## src/design/erpt_pkg.sv

```systemverilog
// Shared types, register codes, CORDIC angle table and matrix microcode
// for the rigid point transform. No dependencies.
package erpt_pkg;

  localparam int TRIG_ITERATIONS_DEF = 16;
  localparam int ADDR_W = 5;
  localparam int MAT_STEPS = 14;

  localparam logic [2:0] REG_POS_X = 3'd0;
  localparam logic [2:0] REG_POS_Y = 3'd1;
  localparam logic [2:0] REG_POS_Z = 3'd2;
  localparam logic [2:0] REG_ANG_X = 3'd3;
  localparam logic [2:0] REG_ANG_Y = 3'd4;
  localparam logic [2:0] REG_ANG_Z = 3'd5;

  localparam logic [1:0] REQ_FWD_POINT = 2'd0;
  localparam logic [1:0] REQ_FWD_DIR   = 2'd1;
  localparam logic [1:0] REQ_INV_POINT = 2'd2;
  localparam logic [1:0] REQ_INV_DIR   = 2'd3;

  localparam logic [32:0] FULL_DEG    = 33'd23592960;
  localparam logic [32:0] QUARTER_DEG = 33'd5898240;
  localparam logic signed [33:0] CORDIC_GAIN = 34'sh026DD3B6A;
  localparam logic [31:0] ONE_Q30 = 32'h4000_0000;

  localparam logic [2:0] OPD_SX = 3'd0;
  localparam logic [2:0] OPD_CX = 3'd1;
  localparam logic [2:0] OPD_SY = 3'd2;
  localparam logic [2:0] OPD_CY = 3'd3;
  localparam logic [2:0] OPD_SZ = 3'd4;
  localparam logic [2:0] OPD_CZ = 3'd5;
  localparam logic [2:0] OPD_T  = 3'd6;

  localparam logic [2:0] ACT_M_POS = 3'd0;
  localparam logic [2:0] ACT_M_NEG = 3'd1;
  localparam logic [2:0] ACT_T     = 3'd2;
  localparam logic [2:0] ACT_ACC   = 3'd3;
  localparam logic [2:0] ACT_M_ADD = 3'd4;
  localparam logic [2:0] ACT_M_SUB = 3'd5;

  typedef struct packed {
    logic [1:0]         req_type;
    logic signed [31:0] vec_x;
    logic signed [31:0] vec_y;
    logic signed [31:0] vec_z;
  } erpt_in_t;

  typedef struct packed {
    logic signed [31:0] out_x;
    logic signed [31:0] out_y;
    logic signed [31:0] out_z;
    logic               saturated;
  } erpt_out_t;

  typedef struct packed {
    logic               derive;
    logic signed [31:0] ang_x;
    logic signed [31:0] ang_y;
    logic signed [31:0] ang_z;
  } erpt_ang_t;

  typedef struct packed {
    logic signed [31:0] x;
    logic signed [31:0] y;
    logic signed [31:0] z;
  } erpt_pos_t;

  typedef logic [8:0][31:0] erpt_mat_t;

  typedef struct packed {
    logic [2:0] opd_a;
    logic [2:0] opd_b;
    logic [2:0] act;
    logic [3:0] idx;
  } erpt_uop_t;

  function automatic logic [31:0] atan_deg(input logic [4:0] i);
    case (i)
      5'd0:  atan_deg = 32'd2949120;
      5'd1:  atan_deg = 32'd1740967;
      5'd2:  atan_deg = 32'd919879;
      5'd3:  atan_deg = 32'd466945;
      5'd4:  atan_deg = 32'd234379;
      5'd5:  atan_deg = 32'd117304;
      5'd6:  atan_deg = 32'd58666;
      5'd7:  atan_deg = 32'd29335;
      5'd8:  atan_deg = 32'd14668;
      5'd9:  atan_deg = 32'd7334;
      5'd10: atan_deg = 32'd3667;
      5'd11: atan_deg = 32'd1833;
      5'd12: atan_deg = 32'd917;
      5'd13: atan_deg = 32'd458;
      5'd14: atan_deg = 32'd229;
      5'd15: atan_deg = 32'd115;
      5'd16: atan_deg = 32'd57;
      5'd17: atan_deg = 32'd29;
      5'd18: atan_deg = 32'd14;
      5'd19: atan_deg = 32'd7;
      5'd20: atan_deg = 32'd4;
      5'd21: atan_deg = 32'd2;
      5'd22: atan_deg = 32'd1;
      default: atan_deg = 32'd0;
    endcase
  endfunction

  function automatic erpt_uop_t mat_uop(input logic [4:0] step);
    case (step)
      5'd0:  mat_uop = '{OPD_CY, OPD_CZ, ACT_M_POS, 4'd0};
      5'd1:  mat_uop = '{OPD_CY, OPD_SZ, ACT_M_NEG, 4'd1};
      5'd2:  mat_uop = '{OPD_SX, OPD_SY, ACT_T,     4'd0};
      5'd3:  mat_uop = '{OPD_T,  OPD_CZ, ACT_ACC,   4'd0};
      5'd4:  mat_uop = '{OPD_CX, OPD_SZ, ACT_M_ADD, 4'd3};
      5'd5:  mat_uop = '{OPD_T,  OPD_SZ, ACT_ACC,   4'd0};
      5'd6:  mat_uop = '{OPD_CX, OPD_CZ, ACT_M_SUB, 4'd4};
      5'd7:  mat_uop = '{OPD_SX, OPD_CY, ACT_M_NEG, 4'd5};
      5'd8:  mat_uop = '{OPD_CX, OPD_SY, ACT_T,     4'd0};
      5'd9:  mat_uop = '{OPD_T,  OPD_CZ, ACT_ACC,   4'd0};
      5'd10: mat_uop = '{OPD_SX, OPD_SZ, ACT_M_SUB, 4'd6};
      5'd11: mat_uop = '{OPD_T,  OPD_SZ, ACT_ACC,   4'd0};
      5'd12: mat_uop = '{OPD_SX, OPD_CZ, ACT_M_ADD, 4'd7};
      5'd13: mat_uop = '{OPD_CX, OPD_CY, ACT_M_POS, 4'd8};
      default: mat_uop = '{OPD_CX, OPD_CY, ACT_M_POS, 4'd8};
    endcase
  endfunction

endpackage

```

## src/design/erpt_cfg_regs.sv

```systemverilog
// Configuration register file: translation and Euler angles over the
// APB-style port. Depends on erpt_pkg.
module erpt_cfg_regs import erpt_pkg::*; (
  input  logic              clk,
  input  logic              rst_n,
  input  logic              psel,
  input  logic              penable,
  input  logic              pwrite,
  input  logic [ADDR_W-1:0] paddr,
  input  logic [31:0]       pwdata,
  output logic [31:0]       prdata,
  output logic              pready,
  output erpt_pos_t         pos,
  output erpt_ang_t         ang
);

  logic [31:0] pos_x_r, pos_y_r, pos_z_r;
  logic [31:0] ang_x_r, ang_y_r, ang_z_r;
  logic        derive_r;
  logic        wr;
  logic [2:0]  idx;

  assign wr     = psel & penable & pwrite;
  assign idx    = paddr[ADDR_W-1:2];
  assign pready = 1'b1;

  always_ff @(posedge clk) begin
    if (!rst_n) begin
      pos_x_r  <= '0;
      pos_y_r  <= '0;
      pos_z_r  <= '0;
      ang_x_r  <= '0;
      ang_y_r  <= '0;
      ang_z_r  <= '0;
      derive_r <= 1'b0;
    end else begin
      derive_r <= wr && (idx == REG_ANG_X || idx == REG_ANG_Y || idx == REG_ANG_Z);
      if (wr) begin
        case (idx)
          REG_POS_X: pos_x_r <= pwdata;
          REG_POS_Y: pos_y_r <= pwdata;
          REG_POS_Z: pos_z_r <= pwdata;
          REG_ANG_X: ang_x_r <= pwdata;
          REG_ANG_Y: ang_y_r <= pwdata;
          REG_ANG_Z: ang_z_r <= pwdata;
          default: ;
        endcase
      end
    end
  end

  always_comb begin
    case (idx)
      REG_POS_X: prdata = pos_x_r;
      REG_POS_Y: prdata = pos_y_r;
      REG_POS_Z: prdata = pos_z_r;
      REG_ANG_X: prdata = ang_x_r;
      REG_ANG_Y: prdata = ang_y_r;
      REG_ANG_Z: prdata = ang_z_r;
      default:   prdata = '0;
    endcase
  end

  assign pos = '{$signed(pos_x_r), $signed(pos_y_r), $signed(pos_z_r)};
  assign ang = '{derive_r, $signed(ang_x_r), $signed(ang_y_r), $signed(ang_z_r)};

endmodule

```

## config.mk

```make
export PLATFORM = sky130hd
export DESIGN_NAME = erpt_cfg_regs
export DESIGN_NICKNAME = d
export VERILOG_FILES = /design/src/design/erpt_pkg.sv /design/src/design/erpt_cfg_regs.sv
export SDC_FILE = /design/constraint.sdc
export NUM_CORES = 1
export LEC_CHECK = 0
export BUFFER_PORTS_ARGS = -buffer_cell sky130_fd_sc_hd__buf_2
export CORE_MARGIN = 2
export CORE_UTILIZATION = 47
export CTS_CLUSTER_DIAMETER = 40
export CTS_CLUSTER_SIZE = 40
export DETAILED_ROUTE_END_ITERATION = 6
export GPL_ROUTABILITY_DRIVEN = 0
export HOLD_SLACK_MARGIN = 0.1
export PLACE_DENSITY = 0.82
export SLEW_MARGIN = 20
export SYNTH_ARGS = -nofsm -noshare
export SYNTH_HDL_FRONTEND = slang
export SYNTH_SLANG_ARGS = --single-unit
```

## constraint.sdc

```tcl
create_clock -name clk -period 2.4 [get_ports clk]
set_input_delay 0.72 -clock clk [delete_from_list [all_inputs] [get_ports clk]]
set_output_delay 0.72 -clock clk [all_outputs]
set_load 0.03 [all_outputs]
```

==> results.cfg <==
[critical_path]
crit_end = prdata[15]
ff2ff_setup_slack_ns = 1.69
cp-startpoint = paddr[3]
r2r_start = ang_y_r[11]$_SDFFE_PN0P_
cp_max_fo = 5
reg2reg_depth = 2
cp-end-kind = primary output
critical_path_class = input pin to primary output
regToRegEndpoint = ang_y_r[11]$_SDFFE_PN0P_
cp.arrival_ns = 1.84
critPathRequiredTime_ns = 1.68
cp-start-kind = input pin

[logic_synthesis]
synth_nets = 905
synth_top_area_share_pct = 44.0
syn_inst = 863
synth_cell_types = 39
ys.flop_type = dfxtp_1
syn_area_mm2 = 0.00879
synth-seq-cells = 193
synth-edff-count = 0
yosys_warnings = 0
yosys.area.top_type = dfxtp_1
ys_top_cells_by_area = dfxtp_1 44%, mux2i_1 24%, nand2_1 9.9%
ys_seq_area_share_pct = 44.0
synth-async-reset-ratio_pct = 0
syn_area_per_cell_um2 = 10.2

[layout]
drive_gt1_share_pct = 47.5
layout.nets = 1226
synthToLayoutAreaGrowth_pct = 47.0
final_cells = 1432

[sta]
fin_worst_skew_ns = 0
grt_setup_unrepaired = yes
timing.final.crit_share_pct = 107
drv_slew = 0
worst_slack_ns = -0.165
setup_viol = 32
min_period_ns = 2.56
fin_tns_setup_ns = -3.86
fmax_mhz = 390
hold_viol = 0

[drt]
via_per_inst = 5.61
drcViolationCount = 0
vias = 8034
drtPass1Iterations = 5
route.final.wire_length_mm = 30.1
wl_per_cell_um = 21.0
drt_iter0_drc = 512
ant_nets = 0

[grt]
antenna_found_initial = 1
grt_use_total_pct = 29.3
grt_pass1_vias = 8036
grt_max_degree = 39
gr-total-overflow = 0
grt_pass1_wl_mm = 44.9

[clock_network]
path_clk_slew_ns = 0.07
ctsHoldBuffers = 0
clk_path_buf_depth = 2
clock_latency_ns = 0.42
clock-sinks = 193
cts-root-buf = clkbuf_16
htree_num_levels = 4
tritoncts = yes
numCtsBuffers = 17

[floorplan]
design.core.area_mm2 = 0.0185
dieArea_mm2 = 0.0198
num_rows = 50
dieHeight_um = 141
pin_count = 268
start_util_pct = 47.5
die_w_um = 141

[placement]
dp.cells = 1371
hpwl_mm = 19.8
post-place-ws_ns = -0.301
portBuffers = 264

[run]
drv_cap = 0

[outcome]
status = finished, violations left
violations = setup timing

[power_and_ir_drop]
p_leak_nw = 5.37
peakVddDrop_v = 0.000474
p_total_mw = 7.03
p_per_area_mw_per_mm2 = 545

[worst_hold_path]
hold_path_class = flop to flop
-- registers in the layout (all words and copies together), names as in the netlist --
signal	cells
ang_y_r	32
pos_z_r	32
pos_x_r	32
pos_y_r	32
ang_z_r	32
derive_r	1
ang_x_r	32
-- worst max-delay path: stages --
cell      delay [ns]
buf_12          0.13
buf_12          0.14
buf_12          0.12
mux2_4          0.29
a221oi_2        0.23
a21oi_2         0.06
buf_6           0.14
-- per-stage QoR --
| step | hold slack, ns | cell area, um^2 | util (%) |
|---|---|---|---|
| floorplan | 0.590 | 9370 | - |
| global placement | 0.451 | 11400 | 61.7 |
| detailed placement | 0.459 | 11400 | 61.7 |
| CTS | 0.472 | 12700 | 68.7 |
| global route | 0.487 | 12900 | 69.8 |
| finish | 0.469 | 12900 | 69.8 |
-- cell usage in the layout, fill, tap and decap left out, types with 4 or more instances in the layout --
master / instances
a32oi_2: 5
a221oi_2: 5
o21ai_4: 5
buf_6: 41
nand2_1: 224
mux2_4: 16
buf_2: 228
o21ai_2: 6
mux2i_1: 201
o221ai_4: 8
nand2_2: 6
a22oi_2: 32
mux2i_2: 7
o22ai_4: 5
a21oi_2: 8
buf_16: 7
nor2_4: 4
buf_12: 34
clkbuf_16: 18
dfxtp_1: 193
mux2_2: 36
buf_4: 61
-- layout make-up --
cell class | instances | area (um^2)
Antenna cell | 1 | 2.50
Clock buffer | 21 | 470
Clock inverter | 11 | 148
Fill cell | 1309 | 5600
Inverter | 1 | 3.75
Multi-Input combinational cell | 598 | 5160
Sequential cell | 193 | 3860
Tap cell | 234 | 293
Timing Repair Buffer | 373 | 2970
-- cells in the mapped netlist (5+ instances only) --
| cell type | instances |
|---|---|
| mux2i_1 | 209 |
| o21ai_1 | 10 |
| buf_2 | 12 |
| mux2_2 | 47 |
| a221oi_2 | 5 |
| clkbuf_1 | 22 |
| buf_4 | 6 |
| o22ai_1 | 5 |
| a32oi_1 | 6 |
| dfxtp_1 | 193 |
| buf_1 | 6 |
| buf_6 | 23 |
| a22oi_1 | 34 |
| mux2_4 | 5 |
| a21oi_1 | 9 |
| nand2_1 | 231 |
| o221ai_1 | 8 |
-- metal layers --
layer  wire length, um  global-route usage, %  part of all wire, %  vias to the layer above
met5                 0                      0                    0                        -
met2             15000                   49.8                   50                      386
met3              1770                   5.10                  5.9                       57
met1             12500                   36.7                   41                     3923
li1                  -                      -                    -                     3668
met4               857                   12.7                  2.9                        0
-- worst min-delay path by stage --
stage | from | end | slack, ns | cells after the start
after floorplan | pos_y_r[2]$_SDFFE_PN0P_ | pos_y_r[2]$_SDFFE_PN0P_ | 0.59 | 2
after global placement | pos_z_r[17]$_SDFFE_PN0P_ | pos_z_r[17]$_SDFFE_PN0P_ | 0.45 | 2
after detailed placement | ang_x_r[24]$_SDFFE_PN0P_ | ang_x_r[24]$_SDFFE_PN0P_ | 0.46 | 2
after CTS | ang_x_r[24]$_SDFFE_PN0P_ | ang_x_r[24]$_SDFFE_PN0P_ | 0.47 | 2
after global routing | ang_z_r[15]$_SDFFE_PN0P_ | ang_z_r[15]$_SDFFE_PN0P_ | 0.49 | 2
final | ang_x_r[24]$_SDFFE_PN0P_ | ang_x_r[24]$_SDFFE_PN0P_ | 0.47 | 2
-- repair_timing --
action                     in CTS  in global routing
setup endpoints to repair      32                 32
gates resized for setup       112                 25
gates cloned                    5                  1
setup buffers                  15                  7
pin swaps                      26                 10
-- report_power, final --
part           internal [mW]  leakage, nW  switching, mW
Combinational          0.339         3.51          0.463
Clock                   1.73        0.304           1.25
Sequential              3.22         1.56         0.0213
-- cell families (layout without fill, tap and decap cells) --
kind of cell / Yosys count / in the layout / share of synthesized area, %
other: 1 / 2 / 0.0427
and+or+nand+nor: 252 / 252 / 12.3
DFF: 193 / 193 / 44.0
AOI/OAI and AO/OA: 81 / 81 / 6.95
muxes: 264 / 264 / 31.1
buffers and inverters: 72 / 406 / 5.64
No activity file was read; power rests on OpenSTA's default activity.
