File: src/design/erpt_pkg.sv
// Shared types, register codes, CORDIC angle table and matrix microcode
// for the rigid point transform. No dependencies.
package erpt_pkg;

  localparam int TRIG_ITERATIONS_DEF = 16;
  localparam int ADDR_W = 5;
  localparam int MAT_STEPS = 14;

  localparam logic [2:0] REG_POS_X = 3'd0;
  localparam logic [2:0] REG_POS_Y = 3'd1;
  localparam logic [2:0] REG_POS_Z = 3'd2;
  localparam logic [2:0] REG_ANG_X = 3'd3;
  localparam logic [2:0] REG_ANG_Y = 3'd4;
  localparam logic [2:0] REG_ANG_Z = 3'd5;

  localparam logic [1:0] REQ_FWD_POINT = 2'd0;
  localparam logic [1:0] REQ_FWD_DIR   = 2'd1;
  localparam logic [1:0] REQ_INV_POINT = 2'd2;
  localparam logic [1:0] REQ_INV_DIR   = 2'd3;

  localparam logic [32:0] FULL_DEG    = 33'd23592960;
  localparam logic [32:0] QUARTER_DEG = 33'd5898240;
  localparam logic signed [33:0] CORDIC_GAIN = 34'sh026DD3B6A;
  localparam logic [31:0] ONE_Q30 = 32'h4000_0000;

  localparam logic [2:0] OPD_SX = 3'd0;
  localparam logic [2:0] OPD_CX = 3'd1;
  localparam logic [2:0] OPD_SY = 3'd2;
  localparam logic [2:0] OPD_CY = 3'd3;
  localparam logic [2:0] OPD_SZ = 3'd4;
  localparam logic [2:0] OPD_CZ = 3'd5;
  localparam logic [2:0] OPD_T  = 3'd6;

  localparam logic [2:0] ACT_M_POS = 3'd0;
  localparam logic [2:0] ACT_M_NEG = 3'd1;
  localparam logic [2:0] ACT_T     = 3'd2;
  localparam logic [2:0] ACT_ACC   = 3'd3;
  localparam logic [2:0] ACT_M_ADD = 3'd4;
  localparam logic [2:0] ACT_M_SUB = 3'd5;

  typedef struct packed {
    logic [1:0]         req_type;
    logic signed [31:0] vec_x;
    logic signed [31:0] vec_y;
    logic signed [31:0] vec_z;
  } erpt_in_t;

  typedef struct packed {
    logic signed [31:0] out_x;
    logic signed [31:0] out_y;
    logic signed [31:0] out_z;
    logic               saturated;
  } erpt_out_t;

  typedef struct packed {
    logic               derive;
    logic signed [31:0] ang_x;
    logic signed [31:0] ang_y;
    logic signed [31:0] ang_z;
  } erpt_ang_t;

  typedef struct packed {
    logic signed [31:0] x;
    logic signed [31:0] y;
    logic signed [31:0] z;
  } erpt_pos_t;

  typedef logic [8:0][31:0] erpt_mat_t;

  typedef struct packed {
    logic [2:0] opd_a;
    logic [2:0] opd_b;
    logic [2:0] act;
    logic [3:0] idx;
  } erpt_uop_t;

  function automatic logic [31:0] atan_deg(input logic [4:0] i);
    case (i)
      5'd0:  atan_deg = 32'd2949120;
      5'd1:  atan_deg = 32'd1740967;
      5'd2:  atan_deg = 32'd919879;
      5'd3:  atan_deg = 32'd466945;
      5'd4:  atan_deg = 32'd234379;
      5'd5:  atan_deg = 32'd117304;
      5'd6:  atan_deg = 32'd58666;
      5'd7:  atan_deg = 32'd29335;
      5'd8:  atan_deg = 32'd14668;
      5'd9:  atan_deg = 32'd7334;
      5'd10: atan_deg = 32'd3667;
      5'd11: atan_deg = 32'd1833;
      5'd12: atan_deg = 32'd917;
      5'd13: atan_deg = 32'd458;
      5'd14: atan_deg = 32'd229;
      5'd15: atan_deg = 32'd115;
      5'd16: atan_deg = 32'd57;
      5'd17: atan_deg = 32'd29;
      5'd18: atan_deg = 32'd14;
      5'd19: atan_deg = 32'd7;
      5'd20: atan_deg = 32'd4;
      5'd21: atan_deg = 32'd2;
      5'd22: atan_deg = 32'd1;
      default: atan_deg = 32'd0;
    endcase
  endfunction

  function automatic erpt_uop_t mat_uop(input logic [4:0] step);
    case (step)
      5'd0:  mat_uop = '{OPD_CY, OPD_CZ, ACT_M_POS, 4'd0};
      5'd1:  mat_uop = '{OPD_CY, OPD_SZ, ACT_M_NEG, 4'd1};
      5'd2:  mat_uop = '{OPD_SX, OPD_SY, ACT_T,     4'd0};
      5'd3:  mat_uop = '{OPD_T,  OPD_CZ, ACT_ACC,   4'd0};
      5'd4:  mat_uop = '{OPD_CX, OPD_SZ, ACT_M_ADD, 4'd3};
      5'd5:  mat_uop = '{OPD_T,  OPD_SZ, ACT_ACC,   4'd0};
      5'd6:  mat_uop = '{OPD_CX, OPD_CZ, ACT_M_SUB, 4'd4};
      5'd7:  mat_uop = '{OPD_SX, OPD_CY, ACT_M_NEG, 4'd5};
      5'd8:  mat_uop = '{OPD_CX, OPD_SY, ACT_T,     4'd0};
      5'd9:  mat_uop = '{OPD_T,  OPD_CZ, ACT_ACC,   4'd0};
      5'd10: mat_uop = '{OPD_SX, OPD_SZ, ACT_M_SUB, 4'd6};
      5'd11: mat_uop = '{OPD_T,  OPD_SZ, ACT_ACC,   4'd0};
      5'd12: mat_uop = '{OPD_SX, OPD_CZ, ACT_M_ADD, 4'd7};
      5'd13: mat_uop = '{OPD_CX, OPD_CY, ACT_M_POS, 4'd8};
      default: mat_uop = '{OPD_CX, OPD_CY, ACT_M_POS, 4'd8};
    endcase
  endfunction

endpackage

File: src/design/erpt_rot_gen.sv
// Rotation matrix generator: angle reduction, iterative CORDIC sine and
// cosine, and a shared multiplier sequenced over the matrix entries.
// Depends on erpt_pkg.
module erpt_rot_gen import erpt_pkg::*; #(
  parameter int TRIG_ITERATIONS = TRIG_ITERATIONS_DEF
) (
  input  logic      clk,
  input  logic      rst_n,
  input  erpt_ang_t ang,
  output logic      busy,
  output erpt_mat_t mat
);

  localparam int NUM_ITER = (TRIG_ITERATIONS > 30) ? 30 : TRIG_ITERATIONS;

  localparam logic [2:0] ST_IDLE  = 3'd0;
  localparam logic [2:0] ST_ABS   = 3'd1;
  localparam logic [2:0] ST_MOD   = 3'd2;
  localparam logic [2:0] ST_FOLD  = 3'd3;
  localparam logic [2:0] ST_ITER  = 3'd4;
  localparam logic [2:0] ST_STORE = 3'd5;
  localparam logic [2:0] ST_MUL   = 3'd6;
  localparam logic [2:0] ST_ACC   = 3'd7;

  logic [2:0]         state_r;
  logic [1:0]         sel_r;
  logic [4:0]         step_r;
  logic               neg_r, negs_r, negc_r;
  logic [32:0]        m_r;
  logic signed [33:0] x_r, y_r;
  logic signed [31:0] z_r;
  logic signed [31:0] sx_r, cx_r, sy_r, cy_r, sz_r, cz_r, t_r, acc_r;
  logic signed [63:0] prod_r;
  erpt_mat_t          mat_r;

  logic signed [31:0] ang_cur;
  logic [32:0]        mod_sub;
  logic [32:0]        red;
  logic signed [33:0] dx, dy;
  logic signed [31:0] atan_s;
  logic signed [31:0] s_val, c_val;
  erpt_uop_t          uop;
  logic signed [31:0] opa, opb;
  logic signed [63:0] q_full;
  logic signed [31:0] q;

  function automatic logic signed [31:0] pick(input logic [2:0] code,
      input logic signed [31:0] sx, cx, sy, cy, sz, cz, t);
    case (code)
      OPD_SX:  pick = sx;
      OPD_CX:  pick = cx;
      OPD_SY:  pick = sy;
      OPD_CY:  pick = cy;
      OPD_SZ:  pick = sz;
      OPD_CZ:  pick = cz;
      default: pick = t;
    endcase
  endfunction

  always_comb begin
    case (sel_r)
      2'd0:    ang_cur = ang.ang_x;
      2'd1:    ang_cur = ang.ang_y;
      default: ang_cur = ang.ang_z;
    endcase
    mod_sub = FULL_DEG << (3'd7 - step_r[2:0]);
    red     = (neg_r && m_r != '0) ? FULL_DEG - m_r : m_r;
    dx      = y_r >>> step_r;
    dy      = x_r >>> step_r;
    atan_s  = $signed(atan_deg(step_r));
    s_val   = negs_r ? 32'(-y_r) : 32'(y_r);
    c_val   = negc_r ? 32'(-x_r) : 32'(x_r);
    uop     = mat_uop(step_r);
    opa     = pick(uop.opd_a, sx_r, cx_r, sy_r, cy_r, sz_r, cz_r, t_r);
    opb     = pick(uop.opd_b, sx_r, cx_r, sy_r, cy_r, sz_r, cz_r, t_r);
    q_full  = (prod_r + 64'sd536870912) >>> 30;
    q       = q_full[31:0];
  end

  always_ff @(posedge clk) begin
    if (!rst_n) begin
      state_r <= ST_IDLE;
      sel_r   <= '0;
      step_r  <= '0;
      for (int k = 0; k < 9; k++) begin
        mat_r[k] <= (k % 4 == 0) ? ONE_Q30 : 32'd0;
      end
    end else begin
      case (state_r)
        ST_IDLE: begin
          if (ang.derive) begin
            sel_r   <= '0;
            state_r <= ST_ABS;
          end
        end
        ST_ABS: begin
          neg_r   <= ang_cur[31];
          m_r     <= {1'b0, ang_cur[31] ? 32'(-ang_cur) : ang_cur};
          step_r  <= '0;
          state_r <= ST_MOD;
        end
        ST_MOD: begin
          if (m_r >= mod_sub) m_r <= m_r - mod_sub;
          step_r <= step_r + 5'd1;
          if (step_r == 5'd7) state_r <= ST_FOLD;
        end
        ST_FOLD: begin
          if (red < QUARTER_DEG) begin
            z_r <= $signed(red[31:0]); negs_r <= 1'b0; negc_r <= 1'b0;
          end else if (red < 2 * QUARTER_DEG) begin
            z_r <= $signed(32'(2 * QUARTER_DEG - red)); negs_r <= 1'b0; negc_r <= 1'b1;
          end else if (red < 3 * QUARTER_DEG) begin
            z_r <= $signed(32'(red - 2 * QUARTER_DEG)); negs_r <= 1'b1; negc_r <= 1'b1;
          end else begin
            z_r <= $signed(32'(FULL_DEG - red)); negs_r <= 1'b1; negc_r <= 1'b0;
          end
          x_r     <= CORDIC_GAIN;
          y_r     <= '0;
          step_r  <= '0;
          state_r <= ST_ITER;
        end
        ST_ITER: begin
          if (z_r >= 0) begin
            x_r <= x_r - dx;
            y_r <= y_r + dy;
            z_r <= z_r - atan_s;
          end else begin
            x_r <= x_r + dx;
            y_r <= y_r - dy;
            z_r <= z_r + atan_s;
          end
          step_r <= step_r + 5'd1;
          if (step_r == 5'(NUM_ITER - 1)) state_r <= ST_STORE;
        end
        ST_STORE: begin
          case (sel_r)
            2'd0: begin sx_r <= s_val; cx_r <= c_val; end
            2'd1: begin sy_r <= s_val; cy_r <= c_val; end
            default: begin sz_r <= s_val; cz_r <= c_val; end
          endcase
          step_r <= '0;
          if (sel_r == 2'd2) begin
            state_r <= ST_MUL;
          end else begin
            sel_r   <= sel_r + 2'd1;
            state_r <= ST_ABS;
          end
        end
        ST_MUL: begin
          prod_r  <= opa * opb;
          state_r <= ST_ACC;
        end
        ST_ACC: begin
          if (step_r == '0) mat_r[2] <= sy_r;
          case (uop.act)
            ACT_M_POS: mat_r[uop.idx] <= q;
            ACT_M_NEG: mat_r[uop.idx] <= -q;
            ACT_T:     t_r <= q;
            ACT_ACC:   acc_r <= q;
            ACT_M_ADD: mat_r[uop.idx] <= acc_r + q;
            ACT_M_SUB: mat_r[uop.idx] <= q - acc_r;
            default: ;
          endcase
          if (step_r == 5'(MAT_STEPS - 1)) begin
            state_r <= ST_IDLE;
          end else begin
            step_r  <= step_r + 5'd1;
            state_r <= ST_MUL;
          end
        end
        default: state_r <= ST_IDLE;
      endcase
    end
  end

  assign busy = (state_r != ST_IDLE) | ang.derive;
  assign mat  = mat_r;

endmodule

File: config.mk
export PLATFORM = sky130hd
export DESIGN_NAME = erpt_rot_gen
export DESIGN_NICKNAME = d
export VERILOG_FILES = /design/src/design/erpt_pkg.sv /design/src/design/erpt_rot_gen.sv
export SDC_FILE = /design/constraint.sdc
export NUM_CORES = 2
export LEC_CHECK = 0
export ABC_AREA = 1
export ABC_CLOCK_PERIOD_IN_PS = 10150
export BUFFER_PORTS_ARGS = -buffer_cell sky130_fd_sc_hd__buf_2
export CAP_MARGIN = 15
export CORE_AREA = 8 8 461 463
export DETAILED_ROUTE_END_ITERATION = 10
export DIE_AREA = 0 0 469 471
export SYNTH_ARGS = -nofsm -noshare
export SYNTH_HDL_FRONTEND = slang
export SYNTH_SLANG_ARGS = --single-unit
File: constraint.sdc
create_clock -name clk -period 10.15 [get_ports clk]
set_clock_uncertainty 0.05 [all_clocks]
set_input_delay 2.03 -clock clk [delete_from_list [all_inputs] [get_ports clk]]
set_output_delay 2.03 -clock clk [all_outputs]
set_load 0.01 [all_outputs]
==> flow_summary.toml <==
[run_status]
status = "finished, final reports clean"

[yosys]
postSynthCellCount = 12082
yosysUniqueCellTypes = 68
largest_family_of_logic_cells_by_synthesized_area = "adder cells"
synth_simple_gate_area_share_pct = 23.82
yosysSeqAreaShare_pct = 21.64
synth_nets = 13629
synth_edf_count = 425
prevailing_post_synth_register_cell = "edfxtp_1"
muxShareOfSynthArea_pct = 0.03344
post_synth_xor_area_fraction_pct = 2.400
syn_area_per_cell_sq_um = 7.432
async_flop_share_pct = 0
netlist_area_sq_mm = 0.08979
yosys.area_share.adder_pct = 29.09
ys.warnings.count = 0
ys_ff_latch = 758
synth_compound_gate_area_share_pct = 12.24

[layout]
final_layout_size_suffix_gt1_share_pct = 8.323
layout_commonest_cell = "nand2_1"
fin_nets = 13917
layout.cells.most_common_list = "nand2_1, inv_1, nor2_1, fa_1, nand3_1"
area_growth_pct = 10.23

[flow_run]
max_cap_violations = 0

[grt]
grt_pass1_wl_um = 585100
antenna_found_initial = 20
grt_overflow_total = 0
first_global_vias = 86555
grt_start_max_net_pins = 105
groute.usage.overall_pct = 35.63

[sta]
grt_setup_unrepaired = "false"
final-hold-violation-count = 0
timing.final.setup_violations = 0
clock.fmax_mhz = 101.0
timing_max_transition_violations_final = 0
finalSetupTns_ps = 0
worstMarginPinSlew_ps = 1219
final_critical_path_setup_slack_ps = 247.7
timing.final.crit_period_ps = 9902
period_utilization_post_route_pct = 97.56
max_slew_margin_pct = 18.45

[cts]
cts.clk_slew.worst_paths_ps = 60
tritoncts = "built"
tritoncts.num_buffers = 90
ctsHoldBuffers = 0
ctsHtreeMaxLevel = 3
clock_root_cell = "clkbuf_16"
clk-insertion-delay-late_ps = 770
cts-root-to-sink-buffers = 3
cts.sinks = 758

[setup_path]
required_ps = 10600
worstRegToRegCells = 29
critPathLaunch = "step_r[4]$_SDFFE_PN0N_"
critical_path.slowest_cell = "clkinv_1"
crit_path_start_kind = "flip-flop"
r2r-end = "prod_r[43]$_DFFE_PP_"
regToRegSetupSlack_ps = 250
worstPathMaxFanout = 21
reg2reg_launch_point = "step_r[4]$_SDFFE_PN0N_"
cpPeakStageDelay_ps = 690
arrival_time_of_the_worst_setup_path_ps = 10350
worst_setup_path_end_kind = "flip-flop"
critical_path_class = "flip-flop to flip-flop"
critical_path_s_most_frequent_cell = "fa_1"
critical_path.endpoint = "prod_r[43]$_DFFE_PP_"

[worst_hold_path]
worstHoldPathType = "flip-flop to flip-flop"

[die]
cell_row_count = 167
die_x_um = 469
start_util_pct = 43.67
core_sq_mm = 0.2056
io_pins = 388
floorplan.die_area_sq_mm = 0.2209
die_h_um = 471

[detailed_routing]
vias = 87355
post_detailed_route_via_to_cell_ratio = 5.761
ant_nets = 0
remaining_drc_errors = 0
wl_per_cell_um = 26.64
finalWirelength_um = 403900
drt_first_pass_iters = 9
dr.first_iter.drc_count = 9792

[placement]
dp_worst_setup_slack_ps = 113.2
hpwlAfterDp_um = 321100
finalWeightedCongestion = 1.017
buffer_ports.inserted = 387
[worst min path at each step]
| stage | slack [ps] | cells after the start | to | from |
|---|---|---|---|---|
| floorplan | 420 | 2 | mat[64]$_SDFFE_PN0P_ | mat[64]$_SDFFE_PN0P_ |
| global placement | 390 | 2 | mat[64]$_SDFFE_PN0P_ | mat[64]$_SDFFE_PN0P_ |
| detailed placement | 400 | 2 | mat[246]$_SDFFE_PN0P_ | mat[246]$_SDFFE_PN0P_ |
| CTS | 410 | 2 | mat[246]$_SDFFE_PN0P_ | mat[246]$_SDFFE_PN0P_ |
| global route | 420 | 2 | mat[64]$_SDFFE_PN0P_ | mat[64]$_SDFFE_PN0P_ |
| finish | 410 | 2 | mat[246]$_SDFFE_PN0P_ | mat[246]$_SDFFE_PN0P_ |
[timing repair]
item                       4_1_cts  5_1_grt
setup endpoints to repair        0       13
setup buffers                    0        6
gates resized for setup          0        6
[layout make-up]
type	count	area (sq um)
Sequential cell	758	19440
Clock inverter	45	543.0
Antenna cell	11	27.53
Fill cell	20759	106600
Clock buffer	125	2562
Timing Repair Buffer	673	4303
Inverter	2065	7771
Tap cell	2704	3383
Multi-Input combinational cell	8782	60950
[critical path, delay by kind of cell (launching register included)]
family	cells	cell delay, ps
AOI/OAI and AO/OA	9	2060
DFF	1	540
xor gates and xnor gates	1	210
and+or+nand+nor	4	990
adders and majority gates	9	4270
buffers and inverters	6	1510
[per-stage QoR]
stage	instance area (sq um)	cells	hold slack, ps	utilization [%]
floorplan	89790	12082	417.7	-
global placement	95760	14976	387.2	46.58
detailed placement	95760	14976	402.1	46.58
CTS	98870	15146	411.7	48.09
global route	98960	15153	418.2	48.13
finish	98980	15163	412.1	48.14
[flip-flops by register name, summed over array words and instances (netlist names), 33 cells and up, named ones only]
| register | flops |
|---|---|
| mat | 288 |
| y_r | 34 |
| x_r | 34 |
| prod_r | 33 |
| m_r | 33 |
[cell families after synthesis]
group           after synthesis
compound gates             1913
mux                           3
buf+inv                    2542
simple gates               5172
fa+ha+maj                  1448
xor+xnor                    246
flops                       758
[routing by layer]
metal	vias to the layer above	global-route usage (%)	part of all wire, %
li1	39058	-	-
met1	42683	45.95	39
met2	4545	55.36	44
met3	1057	8.048	9.8
met4	12	19.71	6.9
met5	-	0	0.020
[synth_stat cells (31+ instances only)]
library cell | instances | share of area (%)
buf_1 | 47 | 0.20
a21oi_1 | 661 | 3.7
dfxtp_1 | 333 | 7.4
o211ai_1 | 124 | 1.0
o22ai_1 | 40 | 0.28
edfxtp_1 | 425 | 14
o221ai_1 | 32 | 0.31
or2_2 | 45 | 0.31
o21ai_0 | 671 | 3.7
a31oi_1 | 37 | 0.26
inv_1 | 2011 | 8.4
ha_1 | 382 | 5.3
xnor2_1 | 69 | 0.67
clkbuf_1 | 360 | 1.5
o21ai_1 | 67 | 0.37
nand4_1 | 139 | 0.97
nand2_1 | 2648 | 11
nor4_1 | 32 | 0.22
nor3_1 | 111 | 0.62
nand3_1 | 680 | 3.8
o21a_1 | 32 | 0.27
fa_1 | 1066 | 24
a221oi_1 | 31 | 0.30
buf_2 | 60 | 0.33
nor2_1 | 1415 | 5.9
o2111ai_1 | 37 | 0.36
a22o_1 | 31 | 0.30
xor2_1 | 177 | 1.7
Power is left out: the tool's default activity adds up to more than one toggle a clock period on the data nets, which glitch-free logic cannot reach.
